$ cat config.mk
export PLATFORM = sky130hd
export DESIGN_NAME = aarm_cordic_cell
export DESIGN_NICKNAME = d
export VERILOG_FILES = /design/src/sv/axis_angle_rotation_matrix_unit_assert.svh /design/src/sv/aarm_pkg.sv /design/src/sv/aarm_cordic_cell.sv
export SDC_FILE = /design/constraint.sdc
export NUM_CORES = 1
export LEC_CHECK = 0
export ABC_AREA = 1
export BUFFER_PORTS_ARGS = -buffer_cell sky130_fd_sc_hd__buf_2
export CAP_MARGIN = 5
export CORE_UTILIZATION = 30
export CTS_BUF_LIST = sky130_fd_sc_hd__clkbuf_16
export CTS_CLUSTER_DIAMETER = 50
export DETAILED_ROUTE_END_ITERATION = 8
export PLACE_DENSITY = 0.47
export SLEW_MARGIN = 20
export SYNTH_ARGS = -nofsm -noshare
export SYNTH_HDL_FRONTEND = slang
export SYNTH_SLANG_ARGS = --single-unit
$ cat constraint.sdc
create_clock -name clk -period 1.6 [get_ports clk]
set_input_delay 0.32 -clock clk [delete_from_list [all_inputs] [get_ports clk]]
set_output_delay 0.32 -clock clk [all_outputs]
set_load 0.05 [all_outputs]
$ cat src/sv/axis_angle_rotation_matrix_unit_assert.svh
// assertion macros for the rotation matrix unit, used by its angle front end
// expects clk and rst_n in the scope where a macro is used
`ifndef AXIS_ANGLE_ROTATION_MATRIX_UNIT_ASSERT_SVH
`define AXIS_ANGLE_ROTATION_MATRIX_UNIT_ASSERT_SVH

// same-cycle implication, checked out of reset
`define AARM_ASSERT_IMP(label, ante, cons, msg) \
    label: assert property (@(posedge clk) disable iff (!rst_n) (ante) |-> (cons)) \
        else $error(msg);

// next-cycle implication, checked out of reset
`define AARM_ASSERT_NXT(label, ante, cons, msg) \
    label: assert property (@(posedge clk) disable iff (!rst_n) (ante) |=> (cons)) \
        else $error(msg);

`endif

$ cat src/sv/aarm_pkg.sv
// shared types, constants and tables of the axis-angle rotation matrix unit
// no dependencies
package aarm_pkg;

    // formats
    localparam int FRAC_BITS     = 14;
    localparam int CORDIC_STAGES = 16;
    localparam int AXIS_W        = 16;
    localparam int ANGLE_W       = 24;
    localparam int ENTRY_W       = 16;
    localparam int ENTRIES       = 9;
    localparam int Q30_W         = 34;
    localparam int IDX_W         = (CORDIC_STAGES > 1) ? $clog2(CORDIC_STAGES) : 1;
    localparam int OMA_W         = Q30_W + AXIS_W;
    localparam int W_W           = OMA_W + AXIS_W;
    localparam int ACC_W         = (((31 + FRAC_BITS) > (61 - FRAC_BITS)) ?
                                    (31 + FRAC_BITS) : (61 - FRAC_BITS)) + 3;
    localparam int IN_TDATA_W    = 3 * AXIS_W + ANGLE_W;
    localparam int OUT_TDATA_W   = ENTRIES * ENTRY_W;

    // angle units of 1/256 degree
    localparam int FULL_TURN     = 92160;
    localparam int HALF_TURN     = 46080;
    localparam int QUARTER_TURN  = 23040;
    localparam int ANG_BIAS      = 92 * FULL_TURN;
    localparam longint unsigned RECIP_M = (64'd1 << 32) / FULL_TURN;
    localparam longint unsigned DEG2RAD_Q38 =
        ((64'd31415926 << 38) + 64'd230400000000) / 64'd460800000000;

    localparam int SAT_MAX = 32767;
    localparam int SAT_MIN = -32768;

    typedef logic signed [Q30_W-1:0]   q30_t;
    typedef logic signed [AXIS_W-1:0]  axis_t;
    typedef logic signed [OMA_W-1:0]   oma_t;
    typedef logic signed [W_W-1:0]     w_t;
    typedef logic signed [ACC_W-1:0]   acc_t;
    typedef logic [ENTRIES-1:0][ENTRY_W-1:0] mat_t;

    // rotator state held by one cell
    typedef struct packed {
        q30_t x;
        q30_t y;
        q30_t z;
    } cstate_t;

    // axis and quadrant flags riding alongside the rotator
    typedef struct packed {
        axis_t ax;
        axis_t ay;
        axis_t az;
        logic  sin_neg;
        logic  cos_neg;
    } side_t;

    // atan(2^-i) in q30
    function automatic q30_t atan_q30(input logic [4:0] idx);
        case (idx)
            5'd0:    return 34'sd843314857;
            5'd1:    return 34'sd497837829;
            5'd2:    return 34'sd263043837;
            5'd3:    return 34'sd133525159;
            5'd4:    return 34'sd67021687;
            5'd5:    return 34'sd33543516;
            5'd6:    return 34'sd16775851;
            5'd7:    return 34'sd8388437;
            5'd8:    return 34'sd4194283;
            5'd9:    return 34'sd2097149;
            5'd10:   return 34'sd1048576;
            5'd11:   return 34'sd524288;
            5'd12:   return 34'sd262144;
            5'd13:   return 34'sd131072;
            5'd14:   return 34'sd65536;
            5'd15:   return 34'sd32768;
            5'd16:   return 34'sd16384;
            5'd17:   return 34'sd8192;
            5'd18:   return 34'sd4096;
            5'd19:   return 34'sd2048;
            5'd20:   return 34'sd1024;
            5'd21:   return 34'sd512;
            5'd22:   return 34'sd256;
            5'd23:   return 34'sd128;
            5'd24:   return 34'sd64;
            5'd25:   return 34'sd32;
            5'd26:   return 34'sd16;
            5'd27:   return 34'sd8;
            5'd28:   return 34'sd4;
            5'd29:   return 34'sd2;
            5'd30:   return 34'sd1;
            default: return 34'sd0;
        endcase
    endfunction

    // rotator gain in q30 for the number of stages, clamped to 8..16
    function automatic q30_t cordic_gain(input int stages);
        int gi;
        gi = (stages < 8) ? 0 : ((stages > 16) ? 8 : stages - 8);
        case (gi)
            0:       return 34'sd652039507;
            1:       return 34'sd652034532;
            2:       return 34'sd652033289;
            3:       return 34'sd652032978;
            4:       return 34'sd652032900;
            5:       return 34'sd652032881;
            6:       return 34'sd652032876;
            default: return 34'sd652032874;
        endcase
    endfunction

endpackage

$ cat src/sv/aarm_cordic_cell.sv
// one rotation-mode cordic cell: a single micro-rotation per cycle while en is high
// depends on aarm_pkg
module aarm_cordic_cell (
    input  logic                          clk,
    input  logic                          rst_n,
    input  logic                          en,
    input  logic                          in_valid,
    input  aarm_pkg::cstate_t             in_st,
    input  aarm_pkg::side_t               in_side,
    input  logic [aarm_pkg::IDX_W-1:0]    shift,
    input  aarm_pkg::q30_t                atan_step,
    output logic                          out_valid,
    output aarm_pkg::cstate_t             out_st,
    output aarm_pkg::side_t               out_side
);
    import aarm_pkg::*;

    q30_t    dx;
    q30_t    dy;
    cstate_t st_next;
    cstate_t st_reg;
    side_t   side_reg;
    logic    valid_reg;

    // micro-rotation, direction from the sign of the residual angle
    always_comb
    begin
        dx = in_st.y >>> shift;
        dy = in_st.x >>> shift;
        if (!in_st.z[Q30_W-1])
        begin
            st_next.x = in_st.x - dx;
            st_next.y = in_st.y + dy;
            st_next.z = in_st.z - atan_step;
        end
        else
        begin
            st_next.x = in_st.x + dx;
            st_next.y = in_st.y - dy;
            st_next.z = in_st.z + atan_step;
        end
    end

    always_ff @(posedge clk or negedge rst_n)
    begin
        if (!rst_n)
        begin
            valid_reg <= 1'b0;
        end
        else if (en)
        begin
            valid_reg <= in_valid;
        end
    end

    always_ff @(posedge clk)
    begin
        if (en)
        begin
            st_reg   <= st_next;
            side_reg <= in_side;
        end
    end

    assign out_valid = valid_reg;
    assign out_st    = st_reg;
    assign out_side  = side_reg;

endmodule

==> results.md <==
* Drt first-iter violations at approximately 1.1k
* Setup violations, final at 96
* Initial Util at 0.306
* First-pass GRT wire length at ~110 mm
* Die Ht at 232 µm
* Final Hold Vio Count at 0
* Gr ovfl total at 0
* Pin count of the biggest net entering global routing at 43
* P_sw at 12000 µW
* Area growth from synthesis to layout at 81.4%
* Kind of critical path: input port to flop
* Logic pwr share at 0.620
* TritonCTS buffer count at 17
* Critical Path RT at 1.85 ns
* H-tree levels at 4
* Synthesized Nets at 2599
* Slew margin rel. at 0.739
* Vias in the first global route at around 20k
* Distinct cells, synth at 44
* Synth Area per Inst at around 7 µm²
* Worst skew pair latency at approximately 0.48 ns
* Clock sink count at 153
* Final net count at roughly 3.7k
* Worst hold slack at 0.0789 ns
* Clock Skew at 0 ns
* CP max stage cell: ha_2
* Clock Path Buffers at 2
* Routed Antenna Nets at 0
* Critical path buffers and inverters at 8
* Slew Viols, Final at 0
* Max-Cap Viols at 0
* I/O pins at 347
* Yosys reg bits at 153
* Sequential power share at 0.216
* Chip width at 232 µm
* Status: finished, violations left
* Failing checks: setup timing
* Crit path from: shift[0]
* Port Buffer Count at 346
* Mapped Area at roughly 0.016 mm²
* Most area-consuming cells after synthesis: edfxtp_1 (29%), nand2_1 (16%), nand3_1 (13%)
* Pwr per Cell Area at slightly above 900 mW/mm²
* Cell-internal power at 14600 µW
* Hpwl dp at 60.6 mm
* Number of placed instances, taps included at 3958
* Worst Reg-to-Reg Cells at 1
* Internal reg-to-reg setup slack at 0.86 ns
* Tmin final at roughly 3.5 ns
* Synthesis Warnings at 0
* Gp weighted congestion at 0.933
* Share of cells above drive strength 1 at 0.515
* Max VDD drop at 0.000895 V
* Hold path cells at 2
* DR DRC count at 0
* Hold wc startpoint: in_valid
* Worst Setup End Kind: flop
* Per-cell routed wire length at 18.2 µm
* Worst slack, placed at -2.86 ns
* Static leakage at 0.0135 µW
* Initial antenna violation count at 2
* Max incr delay on CP at about 0.36 ns
* Area share of the largest cell type after synthesis at 0.289
* Final WS setup at -1.92 ns
* Worst slew pin tran at 0.388 ns
* Clock transition at path regs at 0.08 ns
* Switching Share at 0.451
* Final period util at 2.20
* Reg-to-Reg Start: out_valid$_DFFE_PN0P_
* Largest area contributor in the netlist: edfxtp_1
* Max FO, Critical Path at 26
* CORE AREA at 0.0517 mm²
* Post-synthesis sequential area ratio at 0.290
* RSZ-0062 raised after global routing: true
* Fill cell count at 5002
* Final core occ at 0.554
* Clock power frac at 0.164
* Final Power at approximately 27000 µW
* Final Non-Filler Cells at 4118
* Worst Hold End: out_valid$_DFFE_PN0P_
* DR vias at 20.3k
* RR Endpoint: out_valid$_DFFE_PN0P_
* Mapped Cells at 2300
* Std cell rows at 83
* Gr usage total at 0.275
* Initial DRT Pass Iterations at 5
* Worst hold path class: input port to flop
* Root buf cell: clkbuf_16
* Routed WL at 74.9 mm
* CTS tree: yes
* Startpoint Class: input port
* Max Freq at about 280 MHz
* Vias/cell at 4.94
* Arr. time, crit path at 3.77 ns
* Die area at approximately 0.054 mm²
* Family with the most delay on the worst path: simple AND/OR/NAND/NOR gates
[state kept, by name, indices dropped and copies added, names as in the netlist]
| register | flops |
|---|---|
| out_st | 102 |
| out_side | 50 |
| out_valid | 1 |
[metal layers]
layer,global-route usage,routed length [µm],vias up
met1,0.336,31800,9520
li1,-,-,10100
met5,0,0,-
met4,0.109,2650,0
met3,0.0380,3480,123
met2,0.483,37000,581
[cell usage in the layout, fill, tap and decap left out, types with 9 or more instances in the layout]
cell type / instances
o21ai_2: 24
nand2_2: 132
nand3b_1: 9
dlygate4sd3_1: 51
nor2_4: 25
xnor2_1: 58
inv_1: 141
nor2_2: 39
a21o_1: 19
buf_2: 340
a21oi_1: 42
nand2_4: 20
nand4_1: 22
xor2_1: 88
o21ai_1: 34
clkbuf_16: 17
buf_4: 738
ha_1: 62
o21ai_0: 24
nand3_4: 14
a21oi_2: 64
ha_4: 32
nand3_2: 116
xnor2_2: 9
buf_6: 16
buf_12: 20
nand2_1: 506
inv_2: 28
nor3_1: 14
a21oi_4: 12
nand3_1: 285
edfxtp_1: 152
o21ai_4: 19
nor2_1: 128
[area by class of cell]
class / instances / area [µm²] / area share
multi-input cells: 1901 / 13300 / 0.465
flip-flops and latches: 153 / 4590 / 0.160
repair inverters: 1 / 20.0 / 0.000699
well taps: 680 / 851 / 0.0297
clock buffers: 17 / 425 / 0.0148
repair buffers: 1172 / 8510 / 0.297
clock inverters: 15 / 215 / 0.00751
diodes: 2 / 5.00 / 0.000175
inverters: 177 / 724 / 0.0253
[metrics by stage]
stage                     instance area [µm²]  TNS (ns)
after floorplan                         17000   -111.93
after global placement                  24500   -198.56
after detailed placement                24500   -199.97
after CTS                               27500   -120.34
after global routing                    28700   -141.13
final                                   28700   -128.42
[cells in the mapped netlist, drive strengths merged]
| cell | number |
|---|---|
| nor2 | 192 |
| a221oi | 4 |
| or2 | 4 |
| edfxtp | 152 |
| o31ai | 5 |
| a21oi | 118 |
| o21ai | 101 |
| o21bai | 11 |
| nand4 | 22 |
| clkbuf | 24 |
| xnor2 | 68 |
| fa | 3 |
| o21a | 1 |
| and2 | 1 |
| a31o | 1 |
| dfrtp | 1 |
| inv | 177 |
| o2111a | 1 |
| a31oi | 13 |
| a21o | 19 |
| mux2 | 1 |
| a21boi | 9 |
| o211ai | 6 |
| nand3b | 9 |
| nand2 | 658 |
| nand3 | 415 |
| xor2 | 97 |
| o2111ai | 3 |
| nor4 | 10 |
| buf | 45 |
| nor3 | 25 |
| ha | 102 |
| o221ai | 2 |
[power by group through the flow]
stage / Sequential [µW] / Combinational [µW] / Clock, µW
after floorplan: 8640 / 5430 / 0
after global placement: 5790 / 14400 / 0
after detailed placement: 5820 / 14400 / 0
after CTS: 5730 / 15700 / 4510
after global routing: 5790 / 17600 / 4640
final: 5720 / 16500 / 4340
[cell families (layout without fill, tap and decap cells)]
logic type	Yosys count	after routing	synth area share
XOR/XNOR	165	165	0.0915
buffers and inverters	246	1382	0.0633
adder cells (fa/ha/maj)	105	105	0.0846
other	0	2	0
multiplexers	1	1	0.000713
AO/OA/AOI/OAI	294	294	0.108
flip-flops	153	153	0.290
AND/OR/NAND/NOR	1336	1336	0.362
[worst max-delay path by stage]
stage,to,slack (ns),depth (start not counted)
after global routing,out_st[51]$_DFFE_PP_,-2.07,25
after global placement,out_st[101]$_DFFE_PP_,-2.88,24
after floorplan,out_st[64]$_DFFE_PP_,-1.70,25
final,out_st[51]$_DFFE_PP_,-1.92,25
after CTS,out_st[64]$_DFFE_PP_,-1.79,26
after detailed placement,out_st[101]$_DFFE_PP_,-2.86,24
[timing repair]
action                                 4_1_cts  5_1_grt
gates resized for setup                    315      234
setup endpoints to repair                   97       99
pin swaps                                  110      111
endpoints found under the hold margin       51        0
hold buffers                                51        0
setup buffers                               40       29
cloned                                       6        0
Power figures use the tool's default switching activity.
