### config.mk
export PLATFORM = sky130hd
export DESIGN_NAME = aarm_angle_reduce
export DESIGN_NICKNAME = d
export VERILOG_FILES = /design/src/sv/aarm_pkg.sv /design/src/sv/aarm_angle_reduce.sv
export VERILOG_INCLUDE_DIRS = /design/src /design/src/sv
export SDC_FILE = /design/constraint.sdc
export NUM_CORES = 1
export LEC_CHECK = 0
export BUFFER_PORTS_ARGS = -buffer_cell sky130_fd_sc_hd__buf_4
export CORE_AREA = 2 2 280 282
export CTS_CLUSTER_DIAMETER = 60
export CTS_CLUSTER_SIZE = 8
export DETAILED_ROUTE_END_ITERATION = 8
export DIE_AREA = 0 0 282 284
export GPL_ROUTABILITY_DRIVEN = 0
export PLACE_DENSITY_LB_ADDON = 0.25
export SETUP_SLACK_MARGIN = 0.4
export SLEW_MARGIN = 10
export SYNTH_ARGS = -nofsm -noshare
export SYNTH_HDL_FRONTEND = slang
export SYNTH_SLANG_ARGS = --single-unit
export TNS_END_PERCENT = 20
### constraint.sdc
create_clock -name clk -period 6.8 [get_ports clk]
set_input_delay 0.34 -clock clk [delete_from_list [all_inputs] [get_ports clk]]
set_output_delay 0.34 -clock clk [all_outputs]
set_load 0.02 [all_outputs]
### src/sv/axis_angle_rotation_matrix_unit_assert.svh
// assertion macros for the rotation matrix unit, used by its angle front end
// expects clk and rst_n in the scope where a macro is used
`ifndef AXIS_ANGLE_ROTATION_MATRIX_UNIT_ASSERT_SVH
`define AXIS_ANGLE_ROTATION_MATRIX_UNIT_ASSERT_SVH

// same-cycle implication, checked out of reset
`define AARM_ASSERT_IMP(label, ante, cons, msg) \
    label: assert property (@(posedge clk) disable iff (!rst_n) (ante) |-> (cons)) \
        else $error(msg);

// next-cycle implication, checked out of reset
`define AARM_ASSERT_NXT(label, ante, cons, msg) \
    label: assert property (@(posedge clk) disable iff (!rst_n) (ante) |=> (cons)) \
        else $error(msg);

`endif

### src/sv/aarm_pkg.sv
// shared types, constants and tables of the axis-angle rotation matrix unit
// no dependencies
package aarm_pkg;

    // formats
    localparam int FRAC_BITS     = 14;
    localparam int CORDIC_STAGES = 16;
    localparam int AXIS_W        = 16;
    localparam int ANGLE_W       = 24;
    localparam int ENTRY_W       = 16;
    localparam int ENTRIES       = 9;
    localparam int Q30_W         = 34;
    localparam int IDX_W         = (CORDIC_STAGES > 1) ? $clog2(CORDIC_STAGES) : 1;
    localparam int OMA_W         = Q30_W + AXIS_W;
    localparam int W_W           = OMA_W + AXIS_W;
    localparam int ACC_W         = (((31 + FRAC_BITS) > (61 - FRAC_BITS)) ?
                                    (31 + FRAC_BITS) : (61 - FRAC_BITS)) + 3;
    localparam int IN_TDATA_W    = 3 * AXIS_W + ANGLE_W;
    localparam int OUT_TDATA_W   = ENTRIES * ENTRY_W;

    // angle units of 1/256 degree
    localparam int FULL_TURN     = 92160;
    localparam int HALF_TURN     = 46080;
    localparam int QUARTER_TURN  = 23040;
    localparam int ANG_BIAS      = 92 * FULL_TURN;
    localparam longint unsigned RECIP_M = (64'd1 << 32) / FULL_TURN;
    localparam longint unsigned DEG2RAD_Q38 =
        ((64'd31415926 << 38) + 64'd230400000000) / 64'd460800000000;

    localparam int SAT_MAX = 32767;
    localparam int SAT_MIN = -32768;

    typedef logic signed [Q30_W-1:0]   q30_t;
    typedef logic signed [AXIS_W-1:0]  axis_t;
    typedef logic signed [OMA_W-1:0]   oma_t;
    typedef logic signed [W_W-1:0]     w_t;
    typedef logic signed [ACC_W-1:0]   acc_t;
    typedef logic [ENTRIES-1:0][ENTRY_W-1:0] mat_t;

    // rotator state held by one cell
    typedef struct packed {
        q30_t x;
        q30_t y;
        q30_t z;
    } cstate_t;

    // axis and quadrant flags riding alongside the rotator
    typedef struct packed {
        axis_t ax;
        axis_t ay;
        axis_t az;
        logic  sin_neg;
        logic  cos_neg;
    } side_t;

    // atan(2^-i) in q30
    function automatic q30_t atan_q30(input logic [4:0] idx);
        case (idx)
            5'd0:    return 34'sd843314857;
            5'd1:    return 34'sd497837829;
            5'd2:    return 34'sd263043837;
            5'd3:    return 34'sd133525159;
            5'd4:    return 34'sd67021687;
            5'd5:    return 34'sd33543516;
            5'd6:    return 34'sd16775851;
            5'd7:    return 34'sd8388437;
            5'd8:    return 34'sd4194283;
            5'd9:    return 34'sd2097149;
            5'd10:   return 34'sd1048576;
            5'd11:   return 34'sd524288;
            5'd12:   return 34'sd262144;
            5'd13:   return 34'sd131072;
            5'd14:   return 34'sd65536;
            5'd15:   return 34'sd32768;
            5'd16:   return 34'sd16384;
            5'd17:   return 34'sd8192;
            5'd18:   return 34'sd4096;
            5'd19:   return 34'sd2048;
            5'd20:   return 34'sd1024;
            5'd21:   return 34'sd512;
            5'd22:   return 34'sd256;
            5'd23:   return 34'sd128;
            5'd24:   return 34'sd64;
            5'd25:   return 34'sd32;
            5'd26:   return 34'sd16;
            5'd27:   return 34'sd8;
            5'd28:   return 34'sd4;
            5'd29:   return 34'sd2;
            5'd30:   return 34'sd1;
            default: return 34'sd0;
        endcase
    endfunction

    // rotator gain in q30 for the number of stages, clamped to 8..16
    function automatic q30_t cordic_gain(input int stages);
        int gi;
        gi = (stages < 8) ? 0 : ((stages > 16) ? 8 : stages - 8);
        case (gi)
            0:       return 34'sd652039507;
            1:       return 34'sd652034532;
            2:       return 34'sd652033289;
            3:       return 34'sd652032978;
            4:       return 34'sd652032900;
            5:       return 34'sd652032881;
            6:       return 34'sd652032876;
            default: return 34'sd652032874;
        endcase
    endfunction

endpackage

### src/sv/aarm_angle_reduce.sv
// angle front end: reduction modulo a full turn, quadrant fold, degrees to q30 radians
// depends on aarm_pkg and the assertion macro header
`include "axis_angle_rotation_matrix_unit_assert.svh"

module aarm_angle_reduce (
    input  logic                                clk,
    input  logic                                rst_n,
    input  logic                                en,
    input  logic                                in_valid,
    input  aarm_pkg::axis_t                     axis_x,
    input  aarm_pkg::axis_t                     axis_y,
    input  aarm_pkg::axis_t                     axis_z,
    input  logic signed [aarm_pkg::ANGLE_W-1:0] angle_deg,
    output logic                                out_valid,
    output aarm_pkg::q30_t                      out_z,
    output aarm_pkg::side_t                     out_side
);
    import aarm_pkg::*;

    // stage 1 signals
    logic signed [25:0] v_sum;
    logic [24:0]        v_next;
    logic [40:0]        q_prod;
    logic [8:0]         q_next;
    side_t              s1_side_next;
    logic [24:0]        v_reg;
    logic [8:0]         q_reg;
    side_t              s1_side_reg;
    logic               s1_valid_reg;

    // stage 2 signals
    logic [24:0]        q_mult;
    logic [24:0]        r_raw;
    logic [16:0]        rem_next;
    logic [16:0]        rem_reg;
    side_t              s2_side_reg;
    logic               s2_valid_reg;

    // stage 3 signals
    logic [16:0]        t_wide;
    logic [15:0]        t_fold;
    logic [16:0]        m_wide;
    logic [14:0]        mag_next;
    side_t              s3_side_next;
    logic [14:0]        mag_reg;
    side_t              s3_side_reg;
    logic               s3_valid_reg;

    // stage 4 signals
    logic [39:0]        z_prod;
    logic [39:0]        z_rnd;
    q30_t               z_next;
    q30_t               z_reg;
    side_t              s4_side_reg;
    logic               s4_valid_reg;

    // bias to a positive value, estimate the turn count by reciprocal
    always_comb
    begin
        v_sum  = 26'(angle_deg) + 26'(ANG_BIAS);
        v_next = v_sum[24:0];
        q_prod = 41'(v_next) * 41'(RECIP_M[15:0]);
        q_next = q_prod[40:32];
        s1_side_next = '{ax: axis_x, ay: axis_y, az: axis_z, sin_neg: 1'b0, cos_neg: 1'b0};
    end

    // remainder with one correction step
    always_comb
    begin
        q_mult = 25'(q_reg) * 25'(FULL_TURN);
        r_raw  = v_reg - q_mult;
        if (r_raw >= 25'(FULL_TURN))
        begin
            rem_next = 17'(r_raw - 25'(FULL_TURN));
        end
        else
        begin
            rem_next = r_raw[16:0];
        end
    end

    // fold into a quarter turn, keep the signs of sine and cosine aside
    always_comb
    begin
        s3_side_next = s2_side_reg;
        t_wide       = 17'(FULL_TURN) - rem_reg;
        if (rem_reg < 17'(HALF_TURN))
        begin
            t_fold = rem_reg[15:0];
            s3_side_next.sin_neg = 1'b0;
        end
        else
        begin
            t_fold = t_wide[15:0];
            s3_side_next.sin_neg = 1'b1;
        end
        m_wide = 17'(HALF_TURN) - 17'(t_fold);
        if (t_fold > 16'(QUARTER_TURN))
        begin
            mag_next = m_wide[14:0];
            s3_side_next.cos_neg = 1'b1;
        end
        else
        begin
            mag_next = t_fold[14:0];
            s3_side_next.cos_neg = 1'b0;
        end
    end

    // degrees to q30 radians, rounded
    always_comb
    begin
        z_prod = 40'(mag_reg) * 40'(DEG2RAD_Q38[24:0]);
        z_rnd  = z_prod + 40'd128;
        z_next = {2'b00, z_rnd[39:8]};
    end

    // valid chain
    always_ff @(posedge clk or negedge rst_n)
    begin
        if (!rst_n)
        begin
            s1_valid_reg <= 1'b0;
            s2_valid_reg <= 1'b0;
            s3_valid_reg <= 1'b0;
            s4_valid_reg <= 1'b0;
        end
        else if (en)
        begin
            s1_valid_reg <= in_valid;
            s2_valid_reg <= s1_valid_reg;
            s3_valid_reg <= s2_valid_reg;
            s4_valid_reg <= s3_valid_reg;
        end
    end

    // payload registers
    always_ff @(posedge clk)
    begin
        if (en)
        begin
            v_reg       <= v_next;
            q_reg       <= q_next;
            s1_side_reg <= s1_side_next;
            rem_reg     <= rem_next;
            s2_side_reg <= s1_side_reg;
            mag_reg     <= mag_next;
            s3_side_reg <= s3_side_next;
            z_reg       <= z_next;
            s4_side_reg <= s3_side_reg;
        end
    end

    assign out_valid = s4_valid_reg;
    assign out_z     = z_reg;
    assign out_side  = s4_side_reg;

    // checks on the reduction
    `AARM_ASSERT_IMP(a_rem_range, s2_valid_reg, rem_reg < 17'(FULL_TURN), "remainder not below a full turn")
    `AARM_ASSERT_IMP(a_mag_range, s3_valid_reg, mag_reg <= 15'(QUARTER_TURN), "folded angle beyond a quarter turn")
    `AARM_ASSERT_NXT(a_z_follows, s3_valid_reg && en, s4_valid_reg, "folded word lost before radians stage")

endmodule

==> results_dict.tcl <==
set metrics [dict create \
    end_kind "register" \
    grt_pass1_vias 16700 \
    finalCritPeriodShare_pct 95.8 \
    grt_use_total_pct 13.6 \
    worstPathMaxFanout 6 \
    ys_seq_area_share_pct 36.6 \
    start_kind "register" \
    numCtsBuffers 48 \
    timing.setup.tns_ps 0 \
    num_rows 102 \
    synth_edf_count 294 \
    yosys_register_bits 298 \
    synth_top_flop_cell "edfxtp_1" \
    timing.final.ws_setup_ps 283 \
    die_area_um2 80100 \
    clock_sinks 298 \
    root_buffer "clkbuf_16" \
    synth_area_um2 24400 \
    grt_start_max_net_pins 181 \
    start_util_pct 31.7 \
    crit_arrival_ps 6850 \
    maxCapViolations 0 \
    layout-drive-gt1-share_pct 17.8 \
    synth_area_per_cell_um2 12.1 \
    totalWireLength_mm 53.9 \
    ff2ff_path_depth 24 \
    clk_pin_slew_ps 50 \
    via_per_inst 4.49 \
    ys_types 83 \
    rr_endpoint "out_z[25]" \
    tritoncts "done" \
    rsz0062_at_grt "true" \
    grt_pass1_wl_mm 86.9 \
    grt.overflow.total 0 \
    routedWlPerCell_um 15.8 \
    portBuffers 158 \
    min_path_type "primary input to register" \
    crit_end "out_z[25]" \
    status "finished, final reports clean" \
    final_max_slew_viol_count 0 \
    h-tree-depth 2 \
    skew_ps 26.6 \
    r2r_slack_ps 280 \
    die_w_um 282 \
    clockBufferDepth 3 \
    syn2layout_area_growth_pct 23.1 \
    critPathKind "register to register" \
    crit_start "mag_reg[4]" \
    pin_count 161 \
    setup_violations 0 \
    first_pass_iters 5 \
    coreArea_um2 77000 \
    antenna_cells 0 \
    antenna_found_initial 0 \
    nets 3015 \
    worstSkewPairLatency_ps 580 \
    worstPathRequired_ps 7130 \
    preCtsSetupSlack_ps 6.46 \
    ant_nets 0 \
    place_hpwl_mm 43.7 \
    vias 15300 \
    chipHeight_um 284 \
    reg2reg_from "mag_reg[4]" \
    tightest_slew_ps 1000 \
    syn_inst 2023 \
    synthArstFlopShare_pct 1.34 \
    slew_headroom_pct 32.3 \
    timing.final.hold_violations 0 \
    drtIter0Drc 629 \
    ys.warnings.count 0 \
    fin_crit_ps 6520 \
    route.detailed.drc 0 \
    maxClockFrequency_mhz 153 \
]
-- cells in the mapped netlist (4+ instances only) --
library cell,instances,area [um^2]
a22oi_1,5,37.5
nand2b_1,13,81.3
nand3_1,28,140
o21a_1,10,75.1
o211ai_1,11,82.6
o21ai_0,35,175
and3_1,8,50.1
nor3_1,24,120
nor2_1,61,229
o22ai_1,4,25.0
a211oi_1,13,97.6
xnor2_1,85,744
or3_1,9,56.3
a21o_1,26,195
ha_1,328,4100
and4_1,6,52.6
nand4_1,19,119
dfrtp_1,4,100
fa_1,261,5230
edfxtp_1,294,8830
a21oi_1,73,365
o31ai_1,5,37.5
and2_1,12,75.1
clkbuf_1,22,82.6
nor4_1,8,50.1
nor2b_1,11,68.8
o21ai_1,4,20.0
mux2_2,6,67.6
xor2_1,42,368
inv_1,431,1620
or2_2,7,43.8
o21bai_1,13,97.6
nand2_1,56,210
a31oi_1,6,37.5
a311oi_1,5,43.8
-- layout make-up --
class / instances / area (um^2)
fillers: 7344 / 46900
multi-input cells: 1265 / 14300
flip-flops and latches: 298 / 8930
repair buffers: 304 / 2460
inverters: 433 / 1630
well taps: 1040 / 1300
clock buffers: 61 / 1270
clock inverters: 12 / 186
-- layout by cell type, fill, tap and decap left out, types with 11 or more instances in the layout --
master         count
buf_4            241
xnor2_1           80
nor3_1            21
nand2b_1          13
fa_1             254
xor2_1            40
dlygate4sd3_1     55
ha_1             316
clkbuf_16         49
a211oi_1          11
o21ai_0           30
edfxtp_1         294
nand2_1           53
nand3_1           26
a21o_1            25
o21bai_1          12
inv_2             11
a21oi_1           63
nand4_1           19
o211ai_1          11
inv_1            422
nor2_1            57
clkbuf_1          12
-- worst max-delay path: stages (launching register included) --
cell,delay (ps)
edfxtp_1,390
buf_6,140
fa_2,540
inv_2,60
fa_1,490
inv_1,50
fa_1,470
fa_2,400
fa_1,500
inv_1,60
fa_1,540
inv_1,70
ha_4,320
nand4_1,130
buf_4,170
nor2b_4,130
a22o_1,210
or4_4,150
nand3_2,60
nor4_1,200
or4b_4,540
nor3_4,280
buf_4,150
nand2_1,50
xnor2_1,150
-- per-layer routing --
| metal | GRT usage (%) | vias up | part of all wire (%) |
|---|---|---|---|
| met1 | 16.8 | 7527 | 43 |
| met2 | 24.4 | 248 | 52 |
| li1 | - | 7475 | - |
| met3 | 1.84 | 83 | 3.0 |
| met4 | 4.36 | 0 | 2.9 |
| met5 | 0 | - | 0 |
-- cells by family after synthesis --
kind of cell	share of synthesized area [%]
fa+ha+maj	38.2
other cells	0.0154
mux	0.400
simple gates	6.14
xor+xnor	4.55
flops	36.6
buf+inv	7.16
compound gates	6.98
-- repair_timing --
item / in CTS / in global routing
pin swaps: 21 / 33
setup buffers: 19 / 12
endpoints found under the hold margin: 58 / 0
hold buffers: 55 / 0
gates resized for setup: 51 / 30
setup endpoints to repair: 16 / 18
-- how the worst min path moves through the flow --
| stage | from | end | cells past startpoint |
|---|---|---|---|
| after floorplan | rst_n | out_valid | 0 |
| after global placement | rst_n | out_valid | 1 |
| after detailed placement | rst_n | s1_valid_reg | 1 |
| after CTS | angle_deg[2] | v_reg[2] | 1 |
| after global routing | angle_deg[2] | v_reg[2] | 1 |
| final | angle_deg[2] | v_reg[2] | 1 |
-- stage by stage --
step | cell area (um^2) | hold slack (ps) | utilization, % | cells
final | 30100 | 45.4 | 39.1 | 3413
after CTS | 29800 | 7.53 | 38.7 | 3401
after global placement | 27400 | 136 | 35.7 | 3254
after detailed placement | 27400 | 137 | 35.7 | 3254
after global routing | 30100 | 11.1 | 39.1 | 3413
after floorplan | 24700 | 44.4 | - | 2024
Power is left out: the tool's default activity adds up to more than one toggle a clock period on the data nets, which glitch-free logic cannot reach.
